===== config.mk =====
export PLATFORM = sky130hd
export DESIGN_NAME = sha1_message_digest
export DESIGN_NICKNAME = d
export VERILOG_FILES = /design/src/rtl/sha1md_pkg.sv /design/src/rtl/sha1_message_digest.sv /design/src/rtl/sha1md_round.sv
export VERILOG_INCLUDE_DIRS = /design/src /design/src/rtl
export SDC_FILE = /design/constraint.sdc
export NUM_CORES = 2
export LEC_CHECK = 0
export BUFFER_PORTS_ARGS = -buffer_cell sky130_fd_sc_hd__buf_2
export CAP_MARGIN = 20
export CORE_UTILIZATION = 55
export CTS_CLUSTER_DIAMETER = 150
export DETAILED_ROUTE_END_ITERATION = 12
export GPL_ROUTABILITY_DRIVEN = 0
export PLACE_DENSITY = 0.74
export SYNTH_ARGS = -nofsm -noshare
export SYNTH_HDL_FRONTEND = slang
export SYNTH_SLANG_ARGS = --single-unit

===== constraint.sdc =====
create_clock -name clk -period 17.7 [get_ports clk]
set_input_delay 1.77 -clock clk [delete_from_list [all_inputs] [get_ports clk]]
set_output_delay 1.77 -clock clk [all_outputs]
set_load 0.05 [all_outputs]

===== src/rtl/sha1_message_digest_assert.svh =====
// Assertion macros for the SHA-1 message digest block.
// Used by the top level only; no other dependencies.
`ifndef SHA1_MESSAGE_DIGEST_ASSERT_SVH
`define SHA1_MESSAGE_DIGEST_ASSERT_SVH

`ifndef SYNTHESIS

// Same-cycle implication under reset.
`define SHA1MD_ASSERT_NOW(lbl, ante, cons) \
    lbl: assert property (@(posedge clk) disable iff (!rst_n) (ante) |-> (cons)) \
        else $error("sha1md assertion failed");

// Next-cycle implication under reset.
`define SHA1MD_ASSERT_NEXT(lbl, ante, cons) \
    lbl: assert property (@(posedge clk) disable iff (!rst_n) (ante) |=> (cons)) \
        else $error("sha1md assertion failed");

`else

`define SHA1MD_ASSERT_NOW(lbl, ante, cons)
`define SHA1MD_ASSERT_NEXT(lbl, ante, cons)

`endif

`endif


===== src/rtl/sha1md_pkg.sv =====
// Types and constants for the SHA-1 message digest block.
// No dependencies; used by the round logic and the top level.
`timescale 1ns / 1ps

package sha1md_pkg;

    // Input transaction: one message byte or a finish request
    typedef struct packed {
        logic       req_type;
        logic [7:0] message_byte;
    } msg_item_t;

    // Output transaction: the five digest words
    typedef struct packed {
        logic [31:0] digest_word_0;
        logic [31:0] digest_word_1;
        logic [31:0] digest_word_2;
        logic [31:0] digest_word_3;
        logic [31:0] digest_word_4;
    } dig_item_t;

    // Five working or chaining words
    typedef struct packed {
        logic [31:0] a;
        logic [31:0] b;
        logic [31:0] c;
        logic [31:0] d;
        logic [31:0] e;
    } work_t;

    localparam logic REQ_APPEND = 1'b0;
    localparam logic REQ_FINISH = 1'b1;

    localparam int unsigned ROUNDS = 80;

    localparam work_t CV_INIT = '{
        a: 32'h67452301,
        b: 32'hEFCDAB89,
        c: 32'h98BADCFE,
        d: 32'h10325476,
        e: 32'hC3D2E1F0
    };

    localparam logic [7:0] PAD_MARK   = 8'h80;
    localparam logic [5:0] LEN_OFFSET = 6'd56;

    // Round constant by round index
    function automatic logic [31:0] round_k(input logic [6:0] rnd);
        logic [31:0] k;
        if (rnd < 7'd20) begin
            k = 32'h5A827999;
        end
        else if (rnd < 7'd40) begin
            k = 32'h6ED9EBA1;
        end
        else if (rnd < 7'd60) begin
            k = 32'h8F1BBCDC;
        end
        else begin
            k = 32'hCA62C1D6;
        end
        return k;
    endfunction

endpackage


===== src/rtl/sha1_message_digest.sv =====
// Append: a byte is taken while idle; the 64th byte of a block stalls the input
// through its compression (one round per cycle: 80 rounds plus the final add).
// Finish: padding is pushed one byte per cycle outside the compressions (9 to 72 bytes)
// with one or two compressions, then the digest is loaded into the output register.
// Input bytes are stalled while the single round unit compresses a block.
// Reset: chaining value to the initial constants, length zero, output empty.
`timescale 1ns / 1ps
`include "sha1_message_digest_assert.svh"

module sha1_message_digest (
    input  logic                   clk,
    input  logic                   rst_n,
    input  logic                   msg_valid,
    output logic                   msg_stall,
    input  sha1md_pkg::msg_item_t  msg_item,
    output logic                   dig_valid,
    input  logic                   dig_stall,
    output sha1md_pkg::dig_item_t  dig_item
);
    import sha1md_pkg::*;

    localparam logic [1:0] ST_IDLE = 2'd0;
    localparam logic [1:0] ST_PAD  = 2'd1;
    localparam logic [1:0] ST_COMP = 2'd2;
    localparam logic [1:0] ST_EMIT = 2'd3;

    localparam logic [1:0] PH_MARK = 2'd0;
    localparam logic [1:0] PH_ZERO = 2'd1;
    localparam logic [1:0] PH_LEN  = 2'd2;

    localparam logic [6:0] LAST_RND = 7'(ROUNDS);

    logic [1:0]  state_reg, state_next;
    logic [1:0]  phase_reg, phase_next;
    logic        fin_reg, fin_next;
    logic        last_reg, last_next;
    logic [63:0] len_reg, len_next;
    logic [63:0] bits_reg, bits_next;
    logic [23:0] word_reg, word_next;
    logic [6:0]  rnd_reg, rnd_next;
    work_t       cv_reg, cv_next;
    work_t       wk_reg, wk_next;
    logic        dig_valid_reg, dig_valid_next;
    dig_item_t   dig_reg, dig_next;

    logic [31:0] mem [16];
    logic [31:0] rd_data_reg;
    logic [3:0]  rd_addr;
    logic        mem_we;
    logic [3:0]  mem_waddr;
    logic [31:0] mem_wdata;

    logic [31:0] sched_reg [16];
    logic        sched_en;
    logic [31:0] w;
    work_t       round_out;

    logic        push_en;
    logic [7:0]  push_byte;
    logic [5:0]  pos;

    assign pos       = len_reg[5:0];
    assign msg_stall = (state_reg != ST_IDLE);
    assign dig_valid = dig_valid_reg;
    assign dig_item  = dig_reg;

    // Block buffer: one word per four bytes, registered read
    always_ff @(posedge clk) begin
        if (mem_we) begin
            mem[mem_waddr] <= mem_wdata;
        end
        rd_data_reg <= mem[rd_addr];
    end

    // Read ahead by one so round i sees word i
    assign rd_addr = (state_reg == ST_COMP) ? (rnd_reg[3:0] + 4'd1) : 4'd0;

    // Expand the message schedule from the sliding window
    assign w = (rnd_reg < 7'd16) ? rd_data_reg
             : {sched_reg[13][30:0] ^ sched_reg[8][30:0] ^ sched_reg[2][30:0]
                    ^ sched_reg[0][30:0],
                sched_reg[13][31] ^ sched_reg[8][31] ^ sched_reg[2][31]
                    ^ sched_reg[0][31]};

    assign sched_en = (state_reg == ST_COMP) && (rnd_reg < LAST_RND);

    // Advance the schedule window each round
    always_ff @(posedge clk) begin
        if (sched_en) begin
            for (int i = 0; i < 15; i++) begin
                sched_reg[i] <= sched_reg[i + 1];
            end
            sched_reg[15] <= w;
        end
    end

    sha1md_round u_round (
        .rnd    (rnd_reg),
        .w      (w),
        .wk_in  (wk_reg),
        .wk_out (round_out)
    );

    // Pick the byte to push: input byte or padding
    always_comb begin
        push_en   = 1'b0;
        push_byte = 8'h00;
        case (state_reg)
            ST_IDLE: begin
                if (msg_valid && (msg_item.req_type == REQ_APPEND)) begin
                    push_en   = 1'b1;
                    push_byte = msg_item.message_byte;
                end
            end
            ST_PAD: begin
                case (phase_reg)
                    PH_MARK: begin
                        push_en   = 1'b1;
                        push_byte = PAD_MARK;
                    end
                    PH_ZERO: begin
                        push_en   = (pos != LEN_OFFSET);
                        push_byte = 8'h00;
                    end
                    PH_LEN: begin
                        push_en   = 1'b1;
                        push_byte = bits_reg[63:56];
                    end
                    default: begin
                        push_en   = 1'b0;
                        push_byte = 8'h00;
                    end
                endcase
            end
            default: begin
                push_en   = 1'b0;
                push_byte = 8'h00;
            end
        endcase
    end

    // Sequencer and datapath next state
    always_comb begin
        state_next     = state_reg;
        phase_next     = phase_reg;
        fin_next       = fin_reg;
        last_next      = last_reg;
        len_next       = len_reg;
        bits_next      = bits_reg;
        word_next      = word_reg;
        rnd_next       = rnd_reg;
        cv_next        = cv_reg;
        wk_next        = wk_reg;
        dig_valid_next = dig_valid_reg;
        dig_next       = dig_reg;
        mem_we         = 1'b0;
        mem_waddr      = pos[5:2];
        mem_wdata      = {word_reg, push_byte};

        // Drop the output once it is taken
        if (dig_valid_reg && !dig_stall) begin
            dig_valid_next = 1'b0;
        end

        case (state_reg)
            ST_IDLE: begin
                if (msg_valid && (msg_item.req_type == REQ_FINISH)) begin
                    fin_next   = 1'b1;
                    last_next  = 1'b0;
                    bits_next  = {len_reg[60:0], 3'b000};
                    phase_next = PH_MARK;
                    state_next = ST_PAD;
                end
            end
            ST_PAD: begin
                case (phase_reg)
                    PH_MARK: begin
                        phase_next = PH_ZERO;
                    end
                    PH_ZERO: begin
                        if (pos == LEN_OFFSET) begin
                            phase_next = PH_LEN;
                        end
                    end
                    PH_LEN: begin
                        bits_next = {bits_reg[55:0], 8'h00};
                        if (pos == 6'd63) begin
                            last_next = 1'b1;
                        end
                    end
                    default: begin
                        phase_next = PH_MARK;
                    end
                endcase
            end
            ST_COMP: begin
                if (rnd_reg < LAST_RND) begin
                    wk_next  = round_out;
                    rnd_next = rnd_reg + 7'd1;
                end
                else begin
                    cv_next.a = cv_reg.a + wk_reg.a;
                    cv_next.b = cv_reg.b + wk_reg.b;
                    cv_next.c = cv_reg.c + wk_reg.c;
                    cv_next.d = cv_reg.d + wk_reg.d;
                    cv_next.e = cv_reg.e + wk_reg.e;
                    if (!fin_reg) begin
                        state_next = ST_IDLE;
                    end
                    else if (last_reg) begin
                        state_next = ST_EMIT;
                    end
                    else begin
                        state_next = ST_PAD;
                    end
                end
            end
            ST_EMIT: begin
                if (!dig_valid_reg || !dig_stall) begin
                    dig_next.digest_word_0 = cv_reg.a;
                    dig_next.digest_word_1 = cv_reg.b;
                    dig_next.digest_word_2 = cv_reg.c;
                    dig_next.digest_word_3 = cv_reg.d;
                    dig_next.digest_word_4 = cv_reg.e;
                    dig_valid_next = 1'b1;
                    cv_next        = CV_INIT;
                    len_next       = '0;
                    fin_next       = 1'b0;
                    last_next      = 1'b0;
                    state_next     = ST_IDLE;
                end
            end
            default: begin
                state_next = ST_IDLE;
            end
        endcase

        // Pack the byte; store each full word; start compression on a full block
        if (push_en) begin
            len_next  = len_reg + 64'd1;
            word_next = {word_reg[15:0], push_byte};
            if (pos[1:0] == 2'd3) begin
                mem_we = 1'b1;
            end
            if (pos == 6'd63) begin
                state_next = ST_COMP;
                rnd_next   = '0;
                wk_next    = cv_reg;
            end
        end
    end

    // Control state
    always_ff @(posedge clk or negedge rst_n) begin
        if (!rst_n) begin
            state_reg     <= ST_IDLE;
            phase_reg     <= PH_MARK;
            fin_reg       <= 1'b0;
            last_reg      <= 1'b0;
            len_reg       <= '0;
            rnd_reg       <= '0;
            cv_reg        <= CV_INIT;
            dig_valid_reg <= 1'b0;
        end
        else begin
            state_reg     <= state_next;
            phase_reg     <= phase_next;
            fin_reg       <= fin_next;
            last_reg      <= last_next;
            len_reg       <= len_next;
            rnd_reg       <= rnd_next;
            cv_reg        <= cv_next;
            dig_valid_reg <= dig_valid_next;
        end
    end

    // Payload registers
    always_ff @(posedge clk) begin
        bits_reg <= bits_next;
        word_reg <= word_next;
        wk_reg   <= wk_next;
        dig_reg  <= dig_next;
    end

    `SHA1MD_ASSERT_NOW(a_rnd_range, state_reg == ST_COMP, rnd_reg <= LAST_RND)
    `SHA1MD_ASSERT_NOW(a_comp_aligned, (state_reg == ST_COMP) && (rnd_reg == 7'd0), pos == 6'd0)
    `SHA1MD_ASSERT_NOW(a_len_field, (state_reg == ST_PAD) && (phase_reg == PH_LEN), pos[5:3] == 3'b111)
    `SHA1MD_ASSERT_NEXT(a_emit_loads, (state_reg == ST_EMIT) && !(dig_valid_reg && dig_stall), dig_valid_reg && (state_reg == ST_IDLE))

endmodule


===== src/rtl/sha1md_round.sv =====
// One SHA-1 compression round: boolean function, constant, and word rotation.
// Depends on sha1md_pkg.
`timescale 1ns / 1ps

module sha1md_round (
    input  logic [6:0]      rnd,
    input  logic [31:0]     w,
    input  sha1md_pkg::work_t wk_in,
    output sha1md_pkg::work_t wk_out
);
    import sha1md_pkg::*;

    logic [31:0] f;
    logic [31:0] t;

    // Select the boolean function for this round group
    always_comb begin
        if (rnd < 7'd20) begin
            f = (wk_in.b & wk_in.c) | (~wk_in.b & wk_in.d);
        end
        else if (rnd < 7'd40) begin
            f = wk_in.b ^ wk_in.c ^ wk_in.d;
        end
        else if (rnd < 7'd60) begin
            f = (wk_in.b & wk_in.c) | (wk_in.b & wk_in.d) | (wk_in.c & wk_in.d);
        end
        else begin
            f = wk_in.b ^ wk_in.c ^ wk_in.d;
        end
    end

    // Sum and rotate the working words
    assign t = {wk_in.a[26:0], wk_in.a[31:27]} + f + wk_in.e + round_k(rnd) + w;

    assign wk_out.a = t;
    assign wk_out.b = wk_in.a;
    assign wk_out.c = {wk_in.b[1:0], wk_in.b[31:2]};
    assign wk_out.d = wk_in.c;
    assign wk_out.e = wk_in.d;

endmodule


==> results.tsv <==
stage	metric	value	unit
sta	setup_total_negative_slack	0	ns
drt	post_drt_wl_per_cell	23.4	µm
floorplan	die_x	369	µm
global_route	grt_use_total	26.7	%
run_status	failing_checks	DRC	
drt	drt_first_iter_violations	5777	
floorplan	start_util	55.5	%
synth	number_of_synthesized_flops_with_an_enable_pin	1269	
synth	netlist.top_cell.by_area	edfxtp_1	
synth	synth_top_flop_cell	edfxtp_1	
final_layout	multi_input_area	24600	µm²
hold_path	hp-class	flop to flop	
global_route	first_pass_grt_wire_length	274	mm
clock_tree	worst_skew_pair_later_pin_latency	0.83	ns
clock_tree	clk_pin_slew	0.07	ns
hold_path	holdCritStartpoint	sched_reg[0][32]$_DFFE_PP_	
setup_path	crit_arrival	7.29	ns
sta	fmaxAchievable	151	MHz
setup_path	regToRegEndpoint	wk_reg[155]$_DFF_P_	
clock_tree	cts_repair_resize_count	0	
floorplan	design.core.area	134000	µm²
sta	count_of_final_setup_violators	0	
global_route	grt_max_degree	208	
run_status	status	finished, violations left	
sta	fin_crit_sh	37.5	%
final_layout	area.sequential	47900	µm²
sta	timing.hold.ws	0.385	ns
drt	routed_via_density	6.08	
drt	drt-pass1-iter-count	11	
drt	drc	22	
synth	post_synth_inst_count	5801	
synth	syn-num-nets	6135	
setup_path	timing_worst_setup_path_type	flop to flop	
setup_path	register_to_register_path_setup_slack	11.06	ns
clock_tree	tritoncts	done	
run	max_cap_viol_count	0	
sta	period_needed	6.64	ns
final_layout	layout_net_count	6279	
hold_path	holdPathEnd	sched_reg[0][0]$_DFFE_PP_	
sta	timing.final.max_slew_violations	0	
setup_path	crit_path_max_fanout	19	
floorplan	floorplan.io_pins	175	
drt	finalWirelength	184	mm
drt	dr_total_vias	47800	
power_and_ir_drop	power.density	140	nW/µm²
synth	synth_top_cell_area_share	51.3	%
setup_path	r2r-start	rnd_reg[3]$_DFF_PN0_	
global_route	grt_remaining_overflow	0	
final_layout	number_of_fill_cells_in_the_layout	9735	
synth	synth.yosys.warnings	0	
synth	yosysMostFrequentCell	edfxtp_1	
sta	timing.slew.headroom	20.6	%
clock_tree	cts-hold-fix-buffers	0	
floorplan	placement_row_count	134	
floorplan	dieHeight	369	µm
setup_path	critical_path_required	18.35	ns
synth	synth.avg_cell_area	12.8	µm²
synth	top_post_synthesis_cells_by_count	edfxtp_1 (1269), nand2_1 (782), nor2_1 (324)	
setup_path	worstSetupStartpoint	rnd_reg[3]$_DFF_PN0_	
clock_tree	cts_htree_levels	4	
synth	synth-async-reset-ratio	13.9	%
synth	yosys.cell_types.count	85	
sta	final_worst_clock_skew	0.0620	ns
placement	numPortBuffers	174	
clock_tree	cts_inserted_buffers	167	
drt	route.antenna.remaining_nets	0	
clock_tree	cts_buffer_depth	3	
synth	synthesis.area	74200	µm²
sta	rsz0062_at_grt	false	
global_route	grt_antenna_before_repair	10	
synth	synth_top_cells_by_area	edfxtp_1 (51%), dfrtp_1 (5.2%), dfxtp_1 (5.2%)	
final_layout	ratio_of_cells_with_drive_above_1_in_the_final_layout	11.1	%
synth	ys_seq_elements	1696	
floorplan	fp.dieArea	136000	µm²
power_and_ir_drop	power.ir.vdd_worst	110	µV
setup_path	cp_endpoint_kind	flop	
clock_tree	cts_post_setup_buffers_inserted	0	
placement	detailed_place_hpwl	118	mm
power_and_ir_drop	p_leak	0.0317	µW
sta	worstMarginPinSlew	1.18	ns
setup_path	critical_path_startpoint_category	flop	
clock_tree	ctsRootBufferMaster	clkbuf_16	
global_route	grt_pass1_vias	44500	
setup_path	r2r.worst_path.cells	25	
clock_tree	count_of_clock_tree_sinks	1696	
final_layout	synthToLayoutAreaGrowth	11.8	%
synth	ys_seq_area_share	64.6	%
hold_path	timing.hold.worst_path_depth	0	
sta	hold_viol_final	0	
[how the worst max path moves through the flow]
| stage | endpoint | slack (ns) | depth (start not counted) |
|---|---|---|---|
| after floorplan | wk_reg[158]$_DFF_P_ | 1.11 | 7 |
| after global placement | wk_reg[159]$_DFF_P_ | 11.58 | 25 |
| after detailed placement | wk_reg[159]$_DFF_P_ | 11.43 | 25 |
| after CTS | wk_reg[159]$_DFF_P_ | 11.37 | 25 |
| after global routing | wk_reg[159]$_DFF_P_ | 10.76 | 25 |
| final | wk_reg[155]$_DFF_P_ | 11.06 | 25 |
[critical path, cell delays in order, from the launching register on]
cell	delay, ns
dfrtp_1	0.52
a41oi_1	0.36
nand2_1	0.14
buf_4	0.29
inv_1	0.11
nor2_1	0.32
buf_4	0.32
inv_1	0.32
o21ai_0	0.26
ha_1	0.17
inv_1	0.05
fa_1	0.44
inv_1	0.08
ha_1	0.18
inv_1	0.07
fa_1	0.39
nor2b_1	0.17
o21ai_0	0.14
a21boi_0	0.35
o31ai_1	0.16
a21oi_1	0.39
a21oi_1	0.20
a311oi_1	0.56
a21oi_1	0.18
xor2_1	0.18
o21ai_0	0.10
[metal layers]
| layer | track usage, % | up-vias | share of wire, % |
|---|---|---|---|
| li1 | - | 21600 | - |
| met1 | 38.4 | 23600 | 42 |
| met2 | 39.4 | 2204 | 44 |
| met3 | 5.60 | 442 | 9.7 |
| met4 | 11.8 | 16 | 4.5 |
| met5 | 0.285 | - | 0.075 |
[layout by cell type (no fill, tap or decap), types with 173 or more instances in the layout]
cell type  Yosys  final
edfxtp_1    1269   1269
nand2_1      782    779
o21ai_0      308    308
nor2_1       324    304
a21oi_1      260    260
inv_1        235    232
ha_1         204    204
dfxtp_1      192    192
a31oi_1      188    188
xnor2_1      179    179
buf_2         12    173
[cells by family (layout without fill, tap and decap cells)]
| logic type | Yosys count | in the layout | share of synthesized area [%] |
|---|---|---|---|
| fa+ha+maj | 321 | 321 | 6.59 |
| flops | 1696 | 1696 | 64.6 |
| simple gates | 1588 | 1588 | 9.35 |
| compound gates | 1239 | 1239 | 10.6 |
| other cells | 0 | 3 | 0 |
| mux | 204 | 204 | 3.29 |
| buf+inv | 496 | 783 | 2.53 |
| xor+xnor | 257 | 257 | 3.03 |
[stage by stage]
step | area (µm²) | cells | setup WS [ns] | util (%) | total power [µW]
finish | 83000 | 7859 | 11.06 | 62.1 | 11600
global route | 83000 | 7856 | 10.76 | 62.1 | 12100
CTS | 83000 | 7855 | 11.37 | 62.1 | 11600
detailed placement | 77100 | 7543 | 11.43 | 57.7 | 7790
global placement | 77100 | 7543 | 11.58 | 57.7 | 7720
floorplan | 74200 | 5801 | 1.11 | - | 7000
[cell type report]
class	count	area share [%]
clock inverters	105	1.79
inverters	236	1.09
well taps	1768	2.67
repair buffers	235	1.66
clock buffers	207	5.36
multi-input cells	3609	29.7
diodes	3	0.00904
flip-flops and latches	1696	57.7
[power by group]
part	internal, µW	switching [µW]
sequential	4640	390
clock	2220	1560
combinational	1130	1660
total	7990	3610
Power figures use the tool's default switching activity.
